$ cat src/hw/rtl/stcw_pkg.sv
// shared types and constants for the subject tracking crop window unit
package stcw_pkg;

  localparam int FRAC_BITS = 15;
  localparam int DIM_BITS  = 14;
  localparam int Q_W       = FRAC_BITS + 1;
  localparam int PROD_W    = DIM_BITS + 16;
  localparam int REM_W     = PROD_W + 1;
  localparam int DIV_STEPS = FRAC_BITS + 1;
  localparam int CNT_W     = $clog2(DIV_STEPS);

  localparam logic [Q_W-1:0] ONE_Q    = Q_W'(1) << FRAC_BITS;
  localparam logic [Q_W-1:0] HALF_Q   = ONE_Q >> 1;
  localparam logic [Q_W-1:0] DEF_Y_Q  = Q_W'((2 * (64'd1 << FRAC_BITS)) / 5);
  localparam logic [Q_W-1:0] THIRD1_Q = Q_W'((64'd1 << FRAC_BITS) / 3);
  localparam logic [Q_W-1:0] THIRD2_Q = Q_W'((2 * (64'd1 << FRAC_BITS)) / 3);

  // divide by 100 through a reciprocal
  localparam int RECIP_SH = 26;
  localparam int RECIP_W  = 20;
  localparam logic [RECIP_W-1:0] RECIP_100 = RECIP_W'(((64'd1 << RECIP_SH) + 99) / 100);

  localparam int CFG_IDX_W = 3;
  localparam int CFG_DATA_W = 16;

  typedef enum logic [CFG_IDX_W-1:0] {
    REG_RATIO_W  = 3'd0,
    REG_RATIO_H  = 3'd1,
    REG_PREF     = 3'd2,
    REG_THIRDS   = 3'd3,
    REG_PAD      = 3'd4,
    REG_SMOOTH   = 3'd5
  } cfg_reg_t;

  typedef enum logic [1:0] {
    OP_CLEAR   = 2'd0,
    OP_ADD     = 2'd1,
    OP_COMPUTE = 2'd2,
    OP_RESET   = 2'd3
  } op_t;

  typedef struct packed {
    logic accept;
    logic mul;
    logic sum;
    logic div_step;
    logic thirds;
    logic fin;
  } stcw_cmd_t;

endpackage

$ cat src/hw/rtl/stcw_ctrl.sv
// sequencing state machine for one compute beat
module stcw_ctrl import stcw_pkg::*; (
  input  logic      clk,
  input  logic      rst_n,
  input  logic      in_valid,
  input  logic [1:0] in_op,
  output logic      in_ready,
  input  logic      out_ready,
  output logic      out_valid,
  output stcw_cmd_t cmd
);

  typedef enum logic [2:0] {
    S_IDLE, S_MUL, S_SUM, S_DIV, S_THR, S_FIN
  } state_t;

  state_t           state_r, state_nxt;
  logic [CNT_W-1:0] cnt_r, cnt_nxt;
  logic             out_valid_r, out_valid_nxt;
  logic             fire;

  assign in_ready  = (state_r == S_IDLE);
  assign out_valid = out_valid_r;
  assign fire      = in_valid && in_ready;

  always_comb begin
    state_nxt     = state_r;
    cnt_nxt       = cnt_r;
    out_valid_nxt = out_valid_r && !out_ready;
    cmd           = '0;
    case (state_r)
      S_IDLE: begin
        cmd.accept = fire;
        if (fire && (op_t'(in_op) == OP_COMPUTE)) state_nxt = S_MUL;
      end
      S_MUL: begin
        cmd.mul   = 1'b1;
        state_nxt = S_SUM;
      end
      S_SUM: begin
        cmd.sum   = 1'b1;
        cnt_nxt   = '0;
        state_nxt = S_DIV;
      end
      S_DIV: begin
        cmd.div_step = 1'b1;
        cnt_nxt      = cnt_r + CNT_W'(1);
        if (cnt_r == CNT_W'(DIV_STEPS - 1)) state_nxt = S_THR;
      end
      S_THR: begin
        cmd.thirds = 1'b1;
        state_nxt  = S_FIN;
      end
      S_FIN: begin
        if (!out_valid_r || out_ready) begin
          cmd.fin       = 1'b1;
          out_valid_nxt = 1'b1;
          state_nxt     = S_IDLE;
        end
      end
      default: state_nxt = S_IDLE;
    endcase
  end

  always_ff @(posedge clk) begin
    if (!rst_n) begin
      state_r     <= S_IDLE;
      cnt_r       <= '0;
      out_valid_r <= 1'b0;
    end else begin
      state_r     <= state_nxt;
      cnt_r       <= cnt_nxt;
      out_valid_r <= out_valid_nxt;
    end
  end

endmodule

$ cat config.mk
export PLATFORM = sky130hd
export DESIGN_NAME = stcw_ctrl
export DESIGN_NICKNAME = d
export VERILOG_FILES = /design/src/hw/rtl/stcw_pkg.sv /design/src/hw/rtl/stcw_ctrl.sv
export SDC_FILE = /design/constraint.sdc
export NUM_CORES = 1
export LEC_CHECK = 0
export ABC_CLOCK_PERIOD_IN_PS = 1100
export BUFFER_PORTS_ARGS = -buffer_cell sky130_fd_sc_hd__clkbuf_2
export CAP_MARGIN = 20
export CORE_AREA = 2 2 39 41
export DETAILED_ROUTE_END_ITERATION = 10
export DIE_AREA = 0 0 41 43
export PLACE_DENSITY = 0.71
export SYNTH_ARGS = -nofsm -noshare
export SYNTH_HDL_FRONTEND = slang
export SYNTH_SLANG_ARGS = --single-unit
$ cat constraint.sdc
create_clock -name clk -period 1.1 [get_ports clk]
set_clock_uncertainty 0.1 [all_clocks]
set_input_delay 0.165 -clock clk [delete_from_list [all_inputs] [get_ports clk]]
set_output_delay 0.165 -clock clk [all_outputs]
set_load 0.1 [all_outputs]
==> results.md, run 1 <==
Outcome:
- The flow ran to the end, but the final reports show violations.
- The final reports fail on setup timing.

Drt:
- The total vias in the final route is about 520.
- The pre-antenna-repair detailed-routing pass consisted of 2 iterations.
- For this block, the initial DRC count from the detailed router was 9.
- The number of remaining DRC errors is 0.
- The wire length per cell after detailed routing is approximately 15 µm.
- Summed over all layers, the routed wires come to about 1.5 mm.
- The post-route antenna net violation count is 0.
- Dividing the detail-routed via count by the number of cells gives 5.10.

Timing:
- The maximum operating frequency is ~0.63 GHz.
- The max-slew violation count is 0.
- The worst-case setup margin in the final layout is -0.484 ns.
- The worst path in the final design needs a cycle of 1.58 ns, including I/O delays and setup.
- Setup repair after global routing could not meet its margin everywhere.
- Of the available clock period, the critical path in the final layout requires 1.44.
- Setup violations remaining at the end of the flow were counted as 15.
- At the pin with the least slew margin, the transition time is ~0.27 ns.
- The final hold violation count was 0.
- The relative max-transition margin is 0.817.

Critical path:
- The source of the critical timing path is state_r[1].
- The length in cells of the worst reg-to-reg path is 4.
- Traced cell by cell, the critical path runs through buf_4 -> nor3_4 -> and2_4 -> buf_12.
- The slowest cell on the critical path is sky130_fd_sc_hd__dfxtp_4.
- The arrival time of the worst setup path is 1.32 ns.
- For this run, the slowest stage of the critical path takes between 0.3 and 0.4 ns.
- The critical path is of the reg -> out type.
- Of all nets on the critical path, the largest fanout is 7.
- The startpoint of the worst register-to-register path is state_r[1].
- The endpoint identified for the worst register-to-register timing path is cnt_r[2].
- At the worst endpoint, the required time is 0.83 ns.
- In this run the register-to-register setup slack is -0.18 ns.
- STA classifies the critical path startpoint as a register.
- The category of the worst setup path capture point is an output port.

Global route:
- The first global-routing pass estimated ~2.3 mm of wire.
- The number of global-route vias before repair is 536.
- The total overflow reported by the global router is 0.
- The maximum number of pins on one net before global-route repair is 8.
- The initial antenna violation count came to 0.
- The global routing usage summed across all routing layers is 0.195.

Die:
- 14 I/O pins were placed.
- The die boundary height is approximately 43 µm.
- The x dimension of the die is 41 µm.
- For this configuration, the core starts out at a cell density of 0.325.
- The die covers between 0.0015 and 0.002 mm².
- The core region is about 0.0014 mm².
- The row count is 14.

Clock tree:
- The worst-skew pair later-pin latency is 0.27 ns.
- The clock sink count is 8.
- The clock-pin slew reported for the worst setup and hold paths after clock tree synthesis is 0.07 ns.
- The clock buffer count from CTS is 3.
- TritonCTS built the clock tree.
- The number of H-tree branching levels is 1.
- The maximum root-to-sink buffer count is 2.
- The buffer type at the clock tree root is sky130_fd_sc_hd__clkbuf_4.

Place:
- The wire-length estimate of the detail-placed layout is slightly below 900 µm.
- The congestion estimate from routability-driven global placement came to roughly 0.76.
- After detailed placement, the total cell area comes to 764 µm².
- The count of input and output buffers is 13.
- The pre-CTS setup slack is -0.259 ns.

Finish:
- The count of antenna diodes in the layout is 0.
- The area growth from synthesis to layout is 103%.
- The fraction of final layout cells with drive strength greater than 1 is 0.647.
- At the end of the flow, the number of nets in the layout was 93.
- The finished cells cover roughly 910 µm².

Hold path:
- The cell depth of the worst min-delay path is 2.
- The path with the worst hold slack has its endpoint at state_r[2].
- The min-delay analysis places its worst path in the category in -> reg.
- The worst hold path begins at rst_n.

Synth:
- The number of storage elements in the synthesis netlist is 8.
- The part of the Yosys area used for sequential elements is 0.356.
- Yosys mapped the design onto 27 distinct sky130hd cell types.
- The async set or reset register ratio after synthesis is 0.
- The count of synthesis-stage warnings from yosys is 0.
- The synthesized cell area is ~450 µm².
- The predominant post-synthesis flop cell is sky130_fd_sc_hd__dfxtp_1.
- Each instance of the synthesized netlist takes up on average about 8.3 µm².
- The main combinational cell family by area after synthesis is simple AND/OR/NAND/NOR gates.
- The synthesized-area fraction occupied by adder cells is 0.0278.
- Yosys instantiated no cell more often than sky130_fd_sc_hd__dfxtp_1.
- The largest total area in the synthesized netlist belongs to sky130_fd_sc_hd__dfxtp_1.
- The count of flip-flops with a built-in enable after synthesis is 0.
- Of the post-synthesis cell area, the dominant cell type holds 0.356.
- By area the synthesized netlist is led by sky130_fd_sc_hd__dfxtp_1 (36%), sky130_fd_sc_hd__nand3b_1 (5.0%), sky130_fd_sc_hd__a21oi_1 (4.4%).
- The XOR/XNOR share of the synthesized area is 0.
- Of the total synthesized cell area, the portion taken by AND, OR, NAND and NOR gates is 0.406.
- The area fraction in compound gates after synthesis is 0.125.
- The number of standard cells after synthesis is between 50 and 60.
- Of the post-synthesis cell area, the part taken by muxes is 0.0222.
- By count the netlist is led by sky130_fd_sc_hd__dfxtp_1 (8), sky130_fd_sc_hd__nor2_1 (5), sky130_fd_sc_hd__a21oi_1 (4), sky130_fd_sc_hd__nand2_1 (4), sky130_fd_sc_hd__nand3_1 (4).
- The total nets after synthesis is roughly 60.

Power:
- The leakage power is between 0.3 and 0.4 nW.
- For this design the ratio of total power to cell area is 1240 mW/mm².
- The worst-case IR drop observed on VDD is 0.000782 V.

Flow run:
- The tool flagged a number of max-cap violations equal to 0.
-- worst max path at each step --
stage          cells past startpoint  slack, ns      to
6_report                           4      -0.48  cmd[5]
5_1_grt                            4      -0.51  cmd[5]
3_5_place_dp                       4      -0.26  cmd[5]
3_3_place_gp                       4      -0.20  cmd[5]
4_1_cts                            4      -0.46  cmd[5]
2_1_floorplan                      3      -0.96  cmd[5]
-- kinds of logic after synthesis --
group	Yosys count
flops	8
compound gates	9
mux	1
simple gates	30
buf+inv	5
fa+ha+maj	1
-- sequential cells by signal, indices dropped and copies added, names as in the netlist --
signal     cells
cnt_r          4
state_r        3
out_valid      1
-- routing by layer --
layer / share of wire / global-route usage
met3: 0.025 / 0.0733
met1: 0.44 / 0.228
met2: 0.50 / 0.278
met5: 0 / 0
met4: 0.038 / 0.133
-- through the flow --
| stage | std cells | power (mW) | TNS (ns) | hold WS (ns) | utilization |
|---|---|---|---|---|---|
| 4_1_cts | 99 | 1.11 | -3.29 | 0.0193 | 0.632 |
| 3_5_place_dp | 91 | 0.795 | -1.84 | 0.298 | 0.552 |
| 2_1_floorplan | 54 | 0.626 | -4.49 | 0.182 | - |
| 5_1_grt | 101 | 1.18 | -4.46 | 0.0182 | 0.660 |
| 3_3_place_gp | 91 | 0.787 | -1.40 | 0.295 | 0.552 |
| 6_report | 101 | 1.13 | -3.73 | 0.0172 | 0.660 |
-- what timing repair did --
action,in CTS,in global routing
hold buffers,0,0
pin swaps,8,2
setup endpoints to repair,15,15
gates cloned,0,0
gates resized for setup,15,8
setup buffers,4,3
-- cell usage in the layout (no fill, tap or decap), types with 2 or more instances in the layout --
master | synthesis | final
sky130_fd_sc_hd__buf_6 | 1 | 8
sky130_fd_sc_hd__nand3_1 | 4 | 2
sky130_fd_sc_hd__nand3_2 | 0 | 2
sky130_fd_sc_hd__buf_12 | 0 | 8
sky130_fd_sc_hd__a21oi_1 | 4 | 3
sky130_fd_sc_hd__nand2_2 | 0 | 2
sky130_fd_sc_hd__nor2_2 | 0 | 2
sky130_fd_sc_hd__clkbuf_2 | 0 | 5
sky130_fd_sc_hd__nor2_1 | 5 | 2
sky130_fd_sc_hd__dfxtp_1 | 8 | 4
sky130_fd_sc_hd__clkbuf_4 | 0 | 3
sky130_fd_sc_hd__nand3b_1 | 3 | 3
sky130_fd_sc_hd__dfxtp_4 | 0 | 3
sky130_fd_sc_hd__nand2_1 | 4 | 2
sky130_fd_sc_hd__buf_4 | 0 | 9
-- where the power goes --
part / internal, mW / switching (mW) / total, mW
registers: 0.299 / 0.0270 / 0.326
logic: 0.234 / 0.305 / 0.539
clock network: 0.140 / 0.129 / 0.270
total: 0.672 / 0.462 / 1.13
-- cell type report --
cell class	count	area, µm²
Multi-Input combinational cell	41	340
Sequential cell	8	173
Inverter	2	11.3
Fill cell	115	470
Clock buffer	4	26.3
Tap cell	16	20.0
Timing Repair Buffer	30	343
-- critical path, delay by kind of cell, from the launching register on --
kind,cells,cell delay [ns]
buffers and inverters,2,0.31
DFF,1,0.37
and+or+nand+nor,2,0.35
Power figures use the tool's default switching activity.
==> run 2, diff against run 1 <==
--- a/config.mk
+++ b/config.mk
@@ -5,13 +5,14 @@
 export SDC_FILE = /design/constraint.sdc
 export NUM_CORES = 1
 export LEC_CHECK = 0
+export ABC_AREA = 1
 export ABC_CLOCK_PERIOD_IN_PS = 1100
 export BUFFER_PORTS_ARGS = -buffer_cell sky130_fd_sc_hd__clkbuf_2
 export CAP_MARGIN = 20
 export CORE_AREA = 2 2 39 41
 export DETAILED_ROUTE_END_ITERATION = 10
 export DIE_AREA = 0 0 41 43
-export PLACE_DENSITY = 0.71
+export PLACE_DENSITY = 0.7
 export SYNTH_ARGS = -nofsm -noshare
 export SYNTH_HDL_FRONTEND = slang
 export SYNTH_SLANG_ARGS = --single-unit
==> results.md, run 2 <==
Power:
- The switching power summed over all nets is 1.41 mW (+210%).
- The peak ir drop on the vdd network is 0.00199 V (+150%).
- The design internal power is 1.25 mW (+86%).
- The ratio of total power to cell area was 2870 mW/mm² (+130%).
- The fraction of power spent switching nets is 0.531 (+0.123).
- The fraction of power consumed by sequential logic is 0.174 (-0.113).
- The overall power of the completed layout is 2.66 mW (+130%).
- The part of the total power dissipated in the clock network is 0.098 (-0.140).
- The leakage power was 0.378 nW (-3.8%).
- The power share of the combinational group was 0.728 (+0.253).

Critical path:
- The delay of the slowest cell on the worst path was 0.39 ns (+0.02 ns).
- The worst register-to-register path ends at state_r[2].
- The worst setup path is captured at an output port.
- The kind of launch point of the worst setup path is a register.
- Traced cell by cell, the critical path runs through inv_4 -> nand2_8 -> nor3b_4 -> buf_12.
- The required time of the critical path is 0.83 ns (about the same).
- By startpoint and endpoint, the worst setup path is classified as reg -> out.
- The arrival time of the worst setup path was 1.22 ns (-0.10 ns).
- The slowest cell on the critical path is sky130_fd_sc_hd__dfxtp_4.
- The highest fanout seen on the critical path came to 6 (-1).
- The startpoint of the worst register-to-register path is state_r[0].
- The length in cells of the worst reg-to-reg path is 8 (+4).
- The register-to-register path setup slack is -0.22 ns (-0.04 ns).
- The buffer and inverter count on the worst path was 2 (unchanged).
- Broken down by cell family, the worst path's largest delay share belongs to flip-flops.

Global route:
- The initial antenna violation count was 0 (unchanged).
- The first-pass GRT wire length is 2.30 mm (+2.1%).
- The global routing usage summed across all routing layers is 0.201 (+0.00605).
- The maximum number of pins on one net before global-route repair came to 7 (-1).
- The total overflow reported by the global router is 0 (unchanged).
- The number of global-route vias before repair is 516 (-3.7%).

Timing:
- The clock period minus worst slack is 1.48 ns (-0.100 ns).
- The fraction of the cycle the final worst path needs is 1.35 (-0.0909).
- The max-slew violation count is 0 (unchanged).
- The relative max-transition margin is 0.852 (+0.0351).
- The final hold violation count came to 0 (unchanged).
- The accumulated negative setup slack is -3.17 ns (+0.560 ns).
- The count of endpoints failing setup in the final report was 13 (-2).
- Setup repair after global routing could not meet its margin everywhere.
- The worst-case setup margin in the final layout was -0.384 ns (+0.100 ns).
- The maximum operating frequency was 0.674 GHz (+6.7%).
- The transition time at the pin with the least slew margin is 0.221 ns (-0.0531 ns).

Synth:
- The portion of synthesized cell area occupied by the leading cell type is 0.366 (+0.0102).
- The most common cell in the synthesized netlist is sky130_fd_sc_hd__nor2_1.
- The number of storage elements in the synthesis netlist is 8 (unchanged).
- The per-instance average area after synthesis came to 6.95 µm² (-17%).
- The synthesized cell area is 438 µm² (-2.8%).
- The number of standard cells after synthesis was 63 (+17%).
- The number of distinct standard cells referenced by the synthesized netlist is 17 (-37%).
- The commonest cells after synthesis are sky130_fd_sc_hd__nor2_1 (12), sky130_fd_sc_hd__dfxtp_1 (8), sky130_fd_sc_hd__nand2_1 (8), sky130_fd_sc_hd__a21oi_1 (7).
- The predominant post-synthesis flop cell is sky130_fd_sc_hd__dfxtp_1.
- The total nets after synthesis was 70 (+15%).
- The count of flip-flops with a built-in enable after synthesis is 0 (unchanged).
- Yosys attributes the largest share of cell area to sky130_fd_sc_hd__dfxtp_1 (37%), sky130_fd_sc_hd__nor2_1 (10%), sky130_fd_sc_hd__a21oi_1 (8.0%).
- sky130_fd_sc_hd__dfxtp_1 takes more of the synthesized area than any other cell.
- The async set or reset register ratio after synthesis was 0 (unchanged).
- The part of the Yosys area used for sequential elements is 0.366 (+0.0102).
- The count of synthesis-stage warnings from yosys is 0 (unchanged).

Finish:
- Leaving out fill and tap cells, the most frequent cells in the layout are sky130_fd_sc_hd__buf_4 (11), sky130_fd_sc_hd__buf_12 (9), sky130_fd_sc_hd__nor2_4 (6), sky130_fd_sc_hd__nor2_1 (6).
- The most frequent standard cell in the layout excluding fill and tap cells is sky130_fd_sc_hd__buf_4.
- The count of antenna diodes in the layout is 0 (unchanged).
- The flip-flop count of the largest register after layout is 4 (unchanged).
- Relative to the synthesized area, the layout overhead comes to 112%.
- The number of non-filler instances in the completed layout is 110 (+8.9%).
- The number of nets in the final layout is 102 (+9.7%).
- The register bank with the most flops is cnt_r.
- The fraction of final layout cells with drive strength greater than 1 is 0.649 (+0.00188).

Die:
- The area of the die is 0.00176 mm² (unchanged).
- The x dimension of the die is 41 µm (unchanged).
- The die boundary height came to 43 µm (unchanged).
- The core area is 0.00138 mm² (unchanged).
- The initial cell density of the core is 0.316 (-0.00904).
- The row count is 14 (unchanged).
- The number of top-level pins is 14 (unchanged).

Outcome:
- The final reports fail on setup timing.
- The flow ran to the end, but the final reports show violations.

Hold path:
- The startpoint of the tightest hold check path is rst_n.
- The worst hold path terminates at cnt_r[2].
- The cell depth of the worst min-delay path is 3 (+1).
- The type of the tightest min-delay check is in -> reg.

Clock tree:
- The clock buffer count from CTS is 3 (unchanged).
- The clock-pin slew reported for the worst setup and hold paths after clock tree synthesis is 0.06 ns (about the same).
- The buffer type at the clock tree root is sky130_fd_sc_hd__clkbuf_4.
- The clock sink count is 8 (unchanged).
- The worst-skew pair later-pin latency is 0.27 ns (about the same).
- The number of H-tree branching levels is 1 (unchanged).
- The number of buffers added to fix hold violations after cts was 0 (unchanged).
- The maximum root-to-sink buffer count was 2 (unchanged).
- The clock tree from TritonCTS is done.

Place:
- The number of placed instances, taps included came to 99 (+8.8%).
- The pre-CTS setup slack came to -0.142 ns (+0.117 ns).
- The count of input and output buffers was 13 (unchanged).
- The final weighted congestion in routability-driven placement is 0.876 (+15%).
- The final HPWL from detailed placement is 845 µm (-3.9%).

Drt:
- The ratio of routed vias to standard cells is 5.07 (-0.52%).
- The detailed router's first-iteration violation count came to 15 (+6).
- The total wirelength of the detailed-routed design is 1.32 mm (-10%).
- The post-route antenna net violation count came to 0 (unchanged).
- The number of iterations in the first detailed-routing pass is 4 (+2).
- The total vias in the final route is 558 (+8.3%).
- The wire length per cell after detailed routing is 12.0 µm (-17%).
- The number of remaining DRC errors is 0 (unchanged).

Flow run:
- The max capacitance violation total is 0 (unchanged).
run 2: changes by cell type in the layout (fill, tap and decap cells not counted), sizes merged, moves of 2 or more:
cell,previous run,this run
a21oi,4,7
nor2,5,15
nand3b,4,1
buf,25,23
o21ai,1,3
and2,2,0
nand2b,2,0
nor2b,2,0
inv,1,7
nand2,4,12
run 2: power by group through the flow:
stage                     sequential [mW]  clock (mW)  combinational [mW]
after global placement              0.450           0                1.63
after floorplan                     0.454           0                1.09
after global routing                0.470       0.279                2.01
final                               0.462       0.260                1.94
after CTS                           0.452       0.271                1.87
after detailed placement            0.452           0                1.64
run 2: worst register-to-register path: stages (launching register included):
cell,delay [ns]
sky130_fd_sc_hd__dfxtp_4,0.37
sky130_fd_sc_hd__buf_12,0.13
sky130_fd_sc_hd__nand2_2,0.08
sky130_fd_sc_hd__nor2_4,0.05
sky130_fd_sc_hd__buf_6,0.13
sky130_fd_sc_hd__nand2_4,0.09
sky130_fd_sc_hd__nand3_2,0.08
sky130_fd_sc_hd__nor2_1,0.15
sky130_fd_sc_hd__nor2_2,0.05
run 2: worst max-delay path by stage:
stage                     startpoint          to  slack (ns)  cells past startpoint
after floorplan           state_r[0]  state_r[1]       -0.52                      4
after global placement    state_r[0]      cmd[0]       -0.13                      5
after detailed placement  state_r[0]      cmd[0]       -0.14                      5
after CTS                 state_r[1]      cmd[5]       -0.39                      4
after global routing      state_r[1]      cmd[5]       -0.42                      4
final                     state_r[1]      cmd[5]       -0.38                      4
run 2: kinds of logic after synthesis:
kind of cell             after synthesis  synth area share
AND/OR/NAND/NOR                       35             0.386
AO/OA/AOI/OAI                         10             0.114
buffers and inverters                  8            0.0857
flip-flops                             8             0.366
XOR/XNOR                               1            0.0200
adder cells (fa/ha/maj)                1            0.0286
run 2: per-layer routing:
layer	vias up	wire [µm]	track usage
met2	22	671	0.288
met5	-	0	0
met3	6	65	0.0314
met4	0	42	0.153
met1	265	538	0.254
li1	265	-	-
run 2: per-stage QoR:
step | utilization | cell area, µm² | hold slack, ns
3_5_place_dp | 0.553 | 766 | 0.346
4_1_cts | 0.646 | 893 | 0.0631
5_1_grt | 0.670 | 927 | 0.0948
6_report | 0.670 | 927 | 0.0754
2_1_floorplan | - | 512 | 0.203
3_3_place_gp | 0.553 | 766 | 0.339
run 2: layout make-up:
| cell class | instances | area (µm²) |
|---|---|---|
| flip-flops and latches | 8 | 175 |
| repair buffers | 28 | 322 |
| inverters | 7 | 33.8 |
| clock buffers | 4 | 26.3 |
| well taps | 16 | 20.0 |
| fillers | 103 | 457 |
| multi-input cells | 47 | 350 |
run 2: what timing repair did:
| item | CTS | global route |
|---|---|---|
| resized for setup | 13 | 8 |
| endpoints found under the hold margin | 0 | 0 |
| setup buffers | 6 | 1 |
| pin swaps | 6 | 3 |
| setup endpoints to repair | 13 | 15 |
==> run 3, diff against run 2 <==
==> config.mk (replaced) <==
export PLATFORM = sky130hd
export DESIGN_NAME = stcw_ctrl
export DESIGN_NICKNAME = d
export VERILOG_FILES = /design/src/hw/rtl/stcw_pkg.sv /design/src/hw/rtl/stcw_ctrl.sv
export SDC_FILE = /design/constraint.sdc
export NUM_CORES = 1
export LEC_CHECK = 0
export ABC_AREA = 0
export ABC_CLOCK_PERIOD_IN_PS = 1100
export CAP_MARGIN = 20
export CORE_AREA = 2 2 39 41
export DETAILED_ROUTE_END_ITERATION = 10
export DIE_AREA = 0 0 41 43
export DONT_BUFFER_PORTS = 1
export PLACE_DENSITY = 0.61
export SYNTH_ARGS = -nofsm -noshare
export SYNTH_HDL_FRONTEND = slang
export SYNTH_SLANG_ARGS = --single-unit
==> results.md, run 3 (synthesis gave the netlist of run 1 again) <==
Clock tree:
- The clock tree from TritonCTS is done.
- The number of H-tree branching levels is 1 (unchanged).
- The clock sink count is 8 (unchanged).
- The clock buffer count from CTS is 3 (unchanged).
- The maximum root-to-sink buffer count came to 2 (unchanged).
- The clock-pin slew reported for the worst setup and hold paths after clock tree synthesis was 0.06 ns (about the same).
- The worst-skew pair later-pin latency is 0.26 ns (about the same).
- The buffer type at the clock tree root is sky130_fd_sc_hd__clkbuf_4.

Power:
- The design internal power is 626 µW (-50%).
- The switching power summed over all nets is 421 µW (-70%).
- The part of the total power dissipated in the clock network came to 0.244 (+0.146).
- The overall power of the completed layout is 1.05 mW (-61%).
- The fraction of power consumed by sequential logic is 0.318 (+0.144).
- The power share of the combinational group came to 0.439 (-0.289).
- The leakage power is 0.338 nW (-11%).
- The fraction of power spent switching nets is 0.402 (-0.128).
- The peak ir drop on the vdd network is 0.000720 V (-64%).
- The ratio of total power to cell area is 1220 mW/mm² (-57%).

Critical path:
- The worst setup path is of the reg -> out kind.
- The slowest cell on the critical path is sky130_fd_sc_hd__dfxtp_4.
- Traced cell by cell, the critical path runs through buf_12 -> nor3_4 -> and2_4.
- The highest fanout seen on the critical path is 8 (+2).
- The category of the worst setup path capture point is an output port.
- The required time of the critical path is 0.83 ns (about the same).
- The kind of launch point of the worst setup path is a register.
- The buffer and inverter count on the worst path is 1 (-1).
- Among cell families on the critical path, the largest total delay comes from simple AND/OR/NAND/NOR gates.
- The arrival time of the worst setup path is 1.25 ns (+0.03 ns).
- The length in cells of the worst reg-to-reg path was 4 (-4).
- The delay of the slowest cell on the worst path is 0.37 ns (-0.02 ns).
- The critical path depth in cells is 3 (-1).

Finish:
- The count of antenna diodes in the layout is 0 (unchanged).
- The most frequent standard cell in the layout excluding fill and tap cells is sky130_fd_sc_hd__buf_12.
- The number of nets in the final layout is 84 (-18%).
- The fraction of final layout cells with drive strength greater than 1 came to 0.539 (-0.109).
- The register bank with the most flops is cnt_r.
- The core utilization of the finished layout is 0.620 (-0.0497).
- The top cell types in the final layout, fill and taps aside, are sky130_fd_sc_hd__buf_12 (8), sky130_fd_sc_hd__buf_4 (6), sky130_fd_sc_hd__dlygate4sd3_1 (4), sky130_fd_sc_hd__dfxtp_4 (4).
- The area growth from synthesis to layout is 90.6%.
- The flip-flop count of the largest register after layout is 4 (unchanged).

Global route:
- The initial antenna violation count was 0 (unchanged).
- The first-pass GRT wire length is 1.73 mm (-25%).
- The maximum number of pins on one net before global-route repair is 11 (+4).
- The number of global-route vias before repair is 429 (-17%).
- The global routing usage summed across all routing layers is 0.153 (-0.0481).
- The total overflow reported by the global router is 0 (unchanged).

Hold path:
- The cell depth of the worst min-delay path was 2 (-1).
- The worst hold path belongs to the class in -> reg.

Timing:
- The accumulated negative setup slack is -3.20 ns (-0.0234 ns).
- The fraction of the cycle the final worst path needs came to 1.37 (+0.0250).
- The final hold slack is 0.0447 ns (-0.0307 ns).
- The final hold violation count is 0 (unchanged).
- Setup repair after global routing could not meet its margin everywhere.
- The maximum operating frequency is 0.662 GHz (-1.8%).
- The relative max-transition margin came to 0.805 (-0.0467).
- The transition time at the pin with the least slew margin is 0.293 ns (+0.0721 ns).
- The worst-case setup margin in the final layout was -0.412 ns (-0.0275 ns).
- The clock period minus worst slack came to 1.51 ns (+0.0275 ns).
- The max-slew violation count is 0 (unchanged).
- The count of endpoints failing setup in the final report is 12 (-1).

Drt:
- The wire length per cell after detailed routing is 12.7 µm (+6.1%).
- The detailed router's first-iteration violation count is 7 (-8).
- The number of iterations in the first detailed-routing pass is 4 (unchanged).
- The post-route antenna net violation count is 0 (unchanged).
- The total vias in the final route is 464 (-17%).
- The ratio of routed vias to standard cells is 5.04 (-0.58%).
- The total wirelength of the detailed-routed design is 1.17 mm (-11%).
- The number of remaining DRC errors is 0 (unchanged).

Die:
- The core area is 0.00138 mm² (unchanged).
- The number of top-level pins is 14 (unchanged).
- The x dimension of the die is 41 µm (unchanged).
- The area of the die was 0.00176 mm² (unchanged).
- The initial cell density of the core is 0.325 (+0.00904).
- The row count came to 14 (unchanged).
- The die boundary height is 43 µm (unchanged).

Place:
- The count of input and output buffers came to 0 (-13).
- The final HPWL from detailed placement is 738 µm (-13%).
- The pre-CTS setup slack is -0.289 ns (-0.147 ns).
- The final weighted congestion in routability-driven placement is 0.775 (-12%).

Outcome:
- The run finished, with violations left.
- The final reports fail on setup timing.

Flow run:
- The max capacitance violation total is 0 (unchanged).
==> run 3: area by class of cell <==
class,instances,area [µm²]
sequential,8,176
tap,16,20.0
inverter,2,11.3
timing repair buffer,21,279
multi-input combinational,41,345
fill,102,526
clock buffer,4,26.3
==> run 3: stage by stage <==
step / cell area [µm²] / instances
floorplan: 510 / 54
global placement: 677 / 81
detailed placement: 677 / 81
CTS: 801 / 92
global route: 858 / 92
finish: 858 / 92
==> run 3: worst paths after layout <==
check,start,endpoint,slack (ns)
worst max register to register,state_r[1],cnt_r[2],-0.20
worst min-delay path,out_ready,out_valid,0.04
worst max-delay path,state_r[2],cmd[5],-0.41
worst min register to register,state_r[2],state_r[1],0.38
==> run 3: power by group through the flow <==
| stage | clock, mW | combinational [mW] | sequential (mW) |
|---|---|---|---|
| global placement | 0 | 0.368 | 0.336 |
| detailed placement | 0 | 0.369 | 0.339 |
| CTS | 0.269 | 0.436 | 0.329 |
| floorplan | 0 | 0.310 | 0.316 |
| global route | 0.287 | 0.473 | 0.334 |
| finish | 0.255 | 0.459 | 0.332 |
==> run 3: repair_timing <==
item	4_1_cts	5_1_grt
setup buffers	3	0
hold buffers	4	0
setup endpoints to repair	16	15
gates resized for setup	11	13
hold endpoints to repair	3	0
pin swaps	4	3
==> run 3: layer usage <==
metal,vias up,global-route usage,routed length [µm],part of all wire
met5,-,0,0,0
met4,0,0.140,21,0.018
met3,2,0.0314,25,0.021
met2,7,0.213,617,0.53
met1,222,0.184,505,0.43
li1,233,-,-,-
